$ cat config.mk
export PLATFORM = sky130hd
export DESIGN_NAME = eps_ctrl_flat
export DESIGN_NICKNAME = d
export VERILOG_FILES = /design/src/design/eps_pkg.sv /design/src/design/eps_if.sv /design/src/design/eps_ctrl.sv /design/src/flat_wrapper.sv
export SDC_FILE = /design/constraint.sdc
export NUM_CORES = 1
export LEC_CHECK = 0
export BUFFER_PORTS_ARGS = -buffer_cell sky130_fd_sc_hd__clkbuf_2
export CORE_UTILIZATION = 48
export DETAILED_ROUTE_END_ITERATION = 16
export GPL_TIMING_DRIVEN = 0
export PLACE_DENSITY_LB_ADDON = 0.15
export SYNTH_ARGS = -nofsm -noshare
export SYNTH_HDL_FRONTEND = slang
export SYNTH_SLANG_ARGS = --single-unit
$ cat constraint.sdc
create_clock -name clk -period 3.9 [get_ports clk]
set_input_delay 0.78 -clock clk [delete_from_list [all_inputs] [get_ports clk]]
set_output_delay 0.78 -clock clk [all_outputs]
set_load 0.02 [all_outputs]
$ cat src/design/eps_pkg.sv
// ----------------------------------------------------------------------------
// eps_pkg
// Shared constants, codes and types of the edge pair set.
// ----------------------------------------------------------------------------
`default_nettype none

package eps_pkg;

  localparam int MAX_PAIRS   = 256;
  localparam int NODE_BITS   = 16;
  localparam int IN_NODE_W   = 16;
  localparam int KIND_W      = 2;
  localparam int COUNT_OUT_W = 9;
  localparam int ADDR_W      = $clog2(MAX_PAIRS);
  localparam int CNT_W       = $clog2(MAX_PAIRS + 1);
  localparam int KEY_W       = 2 * NODE_BITS;

  // Request kinds; every other code acts as a check.
  localparam logic [KIND_W-1:0] KIND_ADD    = 2'd0;
  localparam logic [KIND_W-1:0] KIND_REMOVE = 2'd1;

  typedef struct packed {
    logic              rd_en;
    logic [ADDR_W-1:0] rd_addr;
    logic              wr_en;
    logic [ADDR_W-1:0] wr_addr;
    logic [KEY_W-1:0]  wr_data;
  } eps_mem_req_t;

  typedef struct packed {
    logic                   found;
    logic                   changed;
    logic                   full_refused;
    logic [COUNT_OUT_W-1:0] entry_count;
  } eps_result_t;

  // Keep only the low NODE_BITS of each node index.
  function automatic logic [KEY_W-1:0] make_key(input logic [IN_NODE_W-1:0] src,
                                                input logic [IN_NODE_W-1:0] dst);
    logic [NODE_BITS-1:0] s;
    logic [NODE_BITS-1:0] d;
    s = NODE_BITS'(src);
    d = NODE_BITS'(dst);
    return {s, d};
  endfunction

endpackage

`default_nettype wire

$ cat src/design/eps_if.sv
// ----------------------------------------------------------------------------
// eps_if
// Valid/ready channels for requests and results of the edge pair set.
// ----------------------------------------------------------------------------
`default_nettype none

interface eps_req_if
  import eps_pkg::*;
();
  logic                 valid;
  logic                 ready;
  logic [KIND_W-1:0]    kind;
  logic [IN_NODE_W-1:0] source_node;
  logic [IN_NODE_W-1:0] dest_node;

  modport source (output valid, output kind, output source_node, output dest_node,
                  input ready);
  modport sink   (input valid, input kind, input source_node, input dest_node,
                  output ready);
endinterface


`default_nettype wire

$ cat src/design/eps_ctrl.sv
// ----------------------------------------------------------------------------
// eps_ctrl
// Sequencer: scans the store for a pair, appends, or shifts entries down.
// ----------------------------------------------------------------------------
`default_nettype none

module eps_ctrl
  import eps_pkg::*;
(
  input  wire logic        clk,
  input  wire logic        rst_n,
  eps_req_if.sink          in_req,
  input  wire logic        slot_free,
  output logic             res_load,
  output eps_result_t      res,
  output eps_mem_req_t     mem_req,
  input  wire logic [KEY_W-1:0] rd_data
);

  typedef enum logic [1:0] {ST_IDLE, ST_SCAN, ST_SHIFT, ST_RESP} state_t;

  state_t            state_r,   state_nxt;
  logic [KIND_W-1:0] kind_r,    kind_nxt;
  logic [KEY_W-1:0]  key_r,     key_nxt;
  logic [CNT_W-1:0]  count_r,   count_nxt;
  logic [CNT_W-1:0]  idx_r,     idx_nxt;
  logic              cmp_vld_r, cmp_vld_nxt;
  logic [CNT_W-1:0]  cmp_idx_r, cmp_idx_nxt;
  eps_result_t       res_r,     res_nxt;

  logic             hit;
  logic [CNT_W-1:0] shift_dst;

  assign hit       = cmp_vld_r && (rd_data == key_r);
  assign shift_dst = cmp_idx_r - CNT_W'(1);

  always_comb begin
    state_nxt   = state_r;
    kind_nxt    = kind_r;
    key_nxt     = key_r;
    count_nxt   = count_r;
    idx_nxt     = idx_r;
    cmp_vld_nxt = cmp_vld_r;
    cmp_idx_nxt = cmp_idx_r;
    res_nxt     = res_r;
    mem_req     = '0;

    unique case (state_r)
      ST_IDLE: begin
        if (in_req.valid) begin
          kind_nxt    = in_req.kind;
          key_nxt     = make_key(in_req.source_node, in_req.dest_node);
          idx_nxt     = '0;
          cmp_vld_nxt = 1'b0;
          state_nxt   = ST_SCAN;
        end
      end

      // One read issued per cycle, compared in the cycle after.
      ST_SCAN: begin
        priority if (hit) begin
          if (kind_r == KIND_REMOVE) begin
            idx_nxt     = cmp_idx_r + CNT_W'(1);
            cmp_vld_nxt = 1'b0;
            state_nxt   = ST_SHIFT;
          end else begin
            res_nxt   = '{found: 1'b1, changed: 1'b0, full_refused: 1'b0,
                          entry_count: COUNT_OUT_W'(count_r)};
            state_nxt = ST_RESP;
          end
        end else if (!cmp_vld_r && idx_r >= count_r) begin
          res_nxt = '{found: 1'b0, changed: 1'b0, full_refused: 1'b0,
                      entry_count: COUNT_OUT_W'(count_r)};
          if (kind_r == KIND_ADD) begin
            if (count_r == CNT_W'(MAX_PAIRS)) begin
              res_nxt.full_refused = 1'b1;
            end else begin
              // append at the end
              mem_req.wr_en       = 1'b1;
              mem_req.wr_addr     = count_r[ADDR_W-1:0];
              mem_req.wr_data     = key_r;
              count_nxt           = count_r + CNT_W'(1);
              res_nxt.changed     = 1'b1;
              res_nxt.entry_count = COUNT_OUT_W'(count_r + CNT_W'(1));
            end
          end
          state_nxt = ST_RESP;
        end else begin
          if (idx_r < count_r) begin
            mem_req.rd_en   = 1'b1;
            mem_req.rd_addr = idx_r[ADDR_W-1:0];
            idx_nxt         = idx_r + CNT_W'(1);
            cmp_vld_nxt     = 1'b1;
            cmp_idx_nxt     = idx_r;
          end else begin
            cmp_vld_nxt = 1'b0;
          end
        end
      end

      // Read entry i, write it back at i-1 on the next cycle.
      ST_SHIFT: begin
        if (cmp_vld_r) begin
          mem_req.wr_en   = 1'b1;
          mem_req.wr_addr = shift_dst[ADDR_W-1:0];
          mem_req.wr_data = rd_data;
        end
        if (idx_r < count_r) begin
          mem_req.rd_en   = 1'b1;
          mem_req.rd_addr = idx_r[ADDR_W-1:0];
          idx_nxt         = idx_r + CNT_W'(1);
          cmp_vld_nxt     = 1'b1;
          cmp_idx_nxt     = idx_r;
        end else begin
          cmp_vld_nxt = 1'b0;
          if (!cmp_vld_r) begin
            count_nxt = count_r - CNT_W'(1);
            res_nxt   = '{found: 1'b1, changed: 1'b1, full_refused: 1'b0,
                          entry_count: COUNT_OUT_W'(count_r - CNT_W'(1))};
            state_nxt = ST_RESP;
          end
        end
      end

      // Hold until the output register can take the result.
      ST_RESP: begin
        if (slot_free) begin
          state_nxt = ST_IDLE;
        end
      end

      default: begin
        state_nxt = ST_IDLE;
      end
    endcase
  end

  always_ff @(posedge clk) begin
    if (!rst_n) begin
      state_r   <= ST_IDLE;
      count_r   <= '0;
      cmp_vld_r <= 1'b0;
    end else begin
      state_r   <= state_nxt;
      count_r   <= count_nxt;
      cmp_vld_r <= cmp_vld_nxt;
    end
    kind_r    <= kind_nxt;
    key_r     <= key_nxt;
    idx_r     <= idx_nxt;
    cmp_idx_r <= cmp_idx_nxt;
    res_r     <= res_nxt;
  end

  assign in_req.ready = (state_r == ST_IDLE);
  assign res_load     = (state_r == ST_RESP) && slot_free;
  assign res          = res_r;

endmodule

`default_nettype wire

$ cat src/flat_wrapper.sv
// flat-port wrapper written by rule: the top's interface ports become plain ports
module eps_ctrl_flat import eps_pkg::*;
  (clk, rst_n, slot_free, res_load, res, mem_req, rd_data, in_req_valid, in_req_kind, in_req_source_node, in_req_dest_node, in_req_ready);
  eps_req_if in_req_i ();
  input  wire logic clk;
  input  wire logic rst_n;
  input  wire logic slot_free;
  output logic res_load;
  output eps_result_t res;
  output eps_mem_req_t mem_req;
  input  wire logic [KEY_W-1:0] rd_data;
  input wire logic [$bits(in_req_i.valid)-1:0] in_req_valid;
  input wire logic [$bits(in_req_i.kind)-1:0] in_req_kind;
  input wire logic [$bits(in_req_i.source_node)-1:0] in_req_source_node;
  input wire logic [$bits(in_req_i.dest_node)-1:0] in_req_dest_node;
  output wire logic [$bits(in_req_i.ready)-1:0] in_req_ready;
  assign in_req_i.valid = in_req_valid;
  assign in_req_i.kind = in_req_kind;
  assign in_req_i.source_node = in_req_source_node;
  assign in_req_i.dest_node = in_req_dest_node;
  assign in_req_ready = in_req_i.ready;
  eps_ctrl u_core (.clk(clk), .rst_n(rst_n), .in_req(in_req_i), .slot_free(slot_free), .res_load(res_load), .res(res), .mem_req(mem_req), .rd_data(rd_data));
endmodule
# ---- After elaboration in Yosys (flattened, before gate mapping)
# Cells that the tools add are included.
dict set report totals {
  register_bits 76
  input_bits 70
  elab_cells 98
}
dict set report classes {
  add_sub_neg 5
  n_reduce_logical 14
  magnitude_cmp 2
  eq_ne 18
  mux 48
}
# cell count
set op_table {}
lappend op_table {{41-bit two-way mux} 4}
lappend op_table {{9-bit two-way mux} 16}
lappend op_table {{50-bit case mux with 2 select lines} 1}
lappend op_table {{12-bit two-way mux} 5}
lappend op_table {{50-bit two-way mux} 1}
lappend op_table {{9-bit case mux with 2 select lines} 2}
lappend op_table {{32-bit equality test} 1}
lappend op_table {{9-bit by 1-bit adder with 9-bit output (second input constant)} 3}
lappend op_table {{9-bit case mux with 3 select lines} 1}
lappend op_table {{12-bit case mux with 2 select lines} 1}
lappend op_table {{2-bit two-way mux} 6}
lappend op_table {{2-bit inequality test (second input constant)} 6}
lappend op_table {{11-bit two-way mux} 1}
lappend op_table {{5-bit AND reduction} 2}
lappend op_table {{9-bit equality test (second input constant)} 1}
lappend op_table {{9-bit >= comparator} 1}
lappend op_table {{9-bit < comparator} 1}
lappend op_table {{9-bit by 1-bit subtractor with 9-bit output (second input constant)} 1}
lappend op_table {{1-bit two-way mux} 8}
lappend op_table {{2-bit case mux with 4 select lines} 1}
lappend op_table {{8-bit by 1-bit subtractor with 8-bit output (second input constant)} 1}
lappend op_table {{3-bit inequality test (second input constant)} 2}
lappend op_table {{6-bit AND reduction} 1}
lappend op_table {{2-bit by 1-bit equality test with 1-bit output (second input constant)} 2}
lappend op_table {{13 further kinds} 18}

# ---- Longest topological paths before layout
dict set report depth {
  ltp_word 6
  mapped_depth 12
  depth_no_buf 9
}

# ---- Worst setup path before layout
# OpenSTA, ideal clock, no wires.
dict set report synth_path {
  kind {input -> output}
  from {input rd_data[6]}
  to {output mem_req[41] in the netlist's numbering}
  n_path_buf 0
  t_arrival_ns 3.189
  t_required_ns 3.120
  stages 7
  setup_slack_ns -0.069
  path_cell_list {xor2_1 -> or4_1 -> or4_4 -> or4_4 -> a31oi_4 -> nor2_1 -> and2_1}
}
# element line_no
set synth_rtl {}
lappend synth_rtl {{from (decl)} flat_wrapper.sv:11} ;# input wire logic [KEY_W-1:0] rd_data;
lappend synth_rtl {{to (decl)} flat_wrapper.sv:10} ;# output eps_mem_req_t mem_req;

==> run_results.csv <==
group,metric,value,unit
worst_setup_path,crit_family,"simple AND/OR/NAND/NOR gates",
sta,maxSlewViolCount,0,
grt,grt_usage,0.256,
layout,nNetsFinal,705,
die,io_pins,134,
worst_setup_path,timing.rr.start,"u_core.key_r[6]",
die,core_area,9730,um^2
drt,met1_length,5.31,mm
power,powerDensity,639,nW/um^2
yosys,synth_edf_count,64,
placement,gp_congestion,0.917,
worst_setup_path,crit_chain,"buf_6 -> xor2_2 -> or4_1 -> or4_4 -> nor4_4 -> buf_4 -> nor2_4 -> and4_4 -> buf_8 -> clkbuf_16 -> a22o_1 -> buf_6",
worst_setup_path,critical_path.slowest_cell,"or4_1",
worst_setup_path,cp.buffers_inverters,5,
run,maxCapViolCount,0,
grt,antenna_found_initial,0,
drt,vias,4210,
sta,finalCriticalPeriod,3960,ps
grt,grt_pass1_wl,20.0,mm
placement,portBuffers,133,
layout,final_area,6110,um^2
clock_tree,clk_path_buf_depth,2,
sta,rsz0062_at_grt,"true",
drt,initialDrtViolationCount,170,
die,die_x,102,um
drt,detail_route.wirelength,12.9,mm
layout,drive_gt1_frac,0.300,
drt,wl_met3,812,um
sta,finalClockSkew,9.91,ps
drt,wl_per_cell,17.2,um
yosys,synth_cell_types,52,
min_path,holdCritStartpoint,"u_core.count_r[8]",
sta,period_share,1.01,
clock_tree,h-tree-depth,3,
drt,via_per_inst,5.59,
yosys,syn_inst,463,
layout,fillers,843,
clock_tree,cts_tree,"yes",
yosys,syn_avg_cell_area,10.4,um^2
grt,grt_pass1_vias,4109,
min_path,hp-class,"flip-flop to flip-flop",
grt,grt_start_max_net_pins,36,
power,finalPower,3.90,mW
yosys,ys.flop_type,"edfxtp_1",
clock_tree,cts_sinks,76,
sta,setup_slack,-56.7,ps
placement,pre_cts_ws,-476,ps
die,start_util,0.494,
drt,antenna_left,0,
yosys,syn-num-nets,553,
yosys,ys_seq_elements,76,
clock_tree,clk-insertion-delay-late,360,ps
placement,placed_area,5650,um^2
power,p_leak,2.56,nW
layout,area_growth,27.0,%
worst_setup_path,crit_path_max_fanout,8,
die,rows,36,
worst_setup_path,worst_setup_path_end_kind,"output pin",
sta,fmax,253,MHz
drt,drc_errors,0,
worst_setup_path,cpMostUsedCell,"buf_6",
sta,slew_headroom,0.453,
placement,hpwl,9.63,mm
sta,hold_viol,0,
yosys,mappedNetlistArea,4810,um^2
worst_setup_path,start_kind,"input pin",
layout,fin_cells,753,
run_status,violations,"negative setup slack",
worst_setup_path,cp.required,3120,ps
sta,setup_viol,14,
yosys,yosysWarnings,0,
yosys,ys_async_sr_fraction,0,
clock_tree,cts-root-buf,"clkbuf_8",
drt,highest_layer,"met4",
yosys,ys_seq_area_frac,0.450,
run_status,status,"finished with violations",
worst_setup_path,cp.arrival,3180,ps
worst_setup_path,startpoint,"rd_data[26]",
drt,met2_length,6.52,mm
clock_tree,numCtsBuffers,9,
die,dieArea,10400,um^2
worst_setup_path,crit_type,"input pin to output pin",
worst_setup_path,slowest_delay,530,ps
sta,tightest_slew,820,ps
drt,firstDrtPassIters,5,
placement,placed_cells,729,
die,die_h,102,um
clock_tree,clkTransAtPathRegs,80,ps
grt,gr-total-overflow,0,
layout,n_antenna_cell,0,
power,vdd_drop_max,0.269,mV
==> per-layer routing <==
layer | track usage | vias up
met5 | 0 | -
met4 | 0.124 | 0
met3 | 0.0451 | 24
met2 | 0.446 | 178
met1 | 0.306 | 1976
li1 | - | 2032
==> metrics by stage <==
step                utilization  TNS, ps  hold WS (ps)
floorplan                     -        0           476
global placement          0.580   -21280           500
detailed placement        0.580   -22160           511
CTS                       0.612     -391           521
global route              0.628    -2130           541
finish                    0.628     -422           523
==> registers in the layout, indices dropped and copies added (netlist names) <==
| name | flops |
|---|---|
| u_core.idx_r | 9 |
| u_core.count_r | 9 |
| u_core.kind_r | 2 |
| u_core.state_r | 2 |
| u_core.key_r | 32 |
| u_core.cmp_idx_r | 9 |
| u_core.res | 12 |
| u_core.cmp_vld_r | 1 |
==> area by class of cell <==
| class | instances | area, um^2 | share of cell area |
|---|---|---|---|
| clock inverter | 4 | 47.5 | 0.00779 |
| timing repair buffer | 144 | 878 | 0.144 |
| inverter | 23 | 86.3 | 0.0141 |
| multi-input combinational | 342 | 2500 | 0.410 |
| tap | 133 | 166 | 0.0272 |
| sequential | 76 | 2170 | 0.355 |
| clock buffer | 12 | 155 | 0.0254 |
| buffer | 19 | 103 | 0.0168 |
==> worst min-delay path, stage by stage (launching register included) <==
cell and delay (ps):
dfxtp_1 350, nand2_1 70, mux2i_1 60
==> path summary, 6_finish.rpt <==
kind	endpoint	slack (ps)	cells past startpoint
worst max-delay path	mem_req[27]	-60	12
worst min-delay path	u_core.count_r[8]	520	2
worst max register to register	u_core.res[8]	440	9
worst min register to register	u_core.count_r[8]	520	2
==> synth_stat cells (11+ instances only) <==
library cell  instances  area [um^2]
edfxtp_1             64         1920
a22o_1               39          342
xor2_1               39          342
nand2_1              38          143
inv_1                23         86.3
and2_1               21          131
xnor2_1              21          184
ha_1                 20          250
nor2_1               20         75.1
clkbuf_1             19         71.3
o21ai_0              16         80.1
nand4_1              15         93.8
a21oi_1              13         65.1
dfxtp_1              12          240
nor3_1               11         55.1
==> kinds of logic (layout without fill, tap and decap cells) <==
group                    Yosys count  count (layout)  synth area share
multiplexers                       9               9            0.0187
buffers and inverters             45             202            0.0383
AND/OR/NAND/NOR                  150             150             0.170
AO/OA/AOI/OAI                    103             103             0.162
flip-flops                        76              76             0.450
adder cells (fa/ha/maj)           20              20            0.0520
XOR/XNOR                          60              60             0.109
==> cells in the final DEF (no fill, tap or decap), types with 11 or more instances in the layout <==
| cell | instances |
|---|---|
| edfxtp_1 | 64 |
| nand4_1 | 15 |
| nor2_1 | 17 |
| clkbuf_2 | 114 |
| and2_1 | 19 |
| buf_6 | 14 |
| a21oi_1 | 13 |
| nor3_1 | 11 |
| nand2_1 | 38 |
| xor2_1 | 37 |
| o21ai_0 | 16 |
| ha_1 | 20 |
| clkbuf_1 | 14 |
| xnor2_1 | 21 |
| inv_1 | 23 |
| a22o_1 | 39 |
| clkbuf_8 | 13 |
==> repair_timing <==
action	4_1_cts	5_1_grt
resized for setup	18	51
endpoints found under the setup margin	49	60
hold buffers	0	0
setup buffers	6	4
endpoints found under the hold margin	0	0
pin swaps	6	3
gates cloned	0	1
==> power breakdown <==
part	total [mW]	internal (mW)	switching (mW)
logic	1.75	0.654	1.09
registers	1.52	1.27	0.251
clock network	0.632	0.329	0.303
No activity file was read; power rests on OpenSTA's default activity.
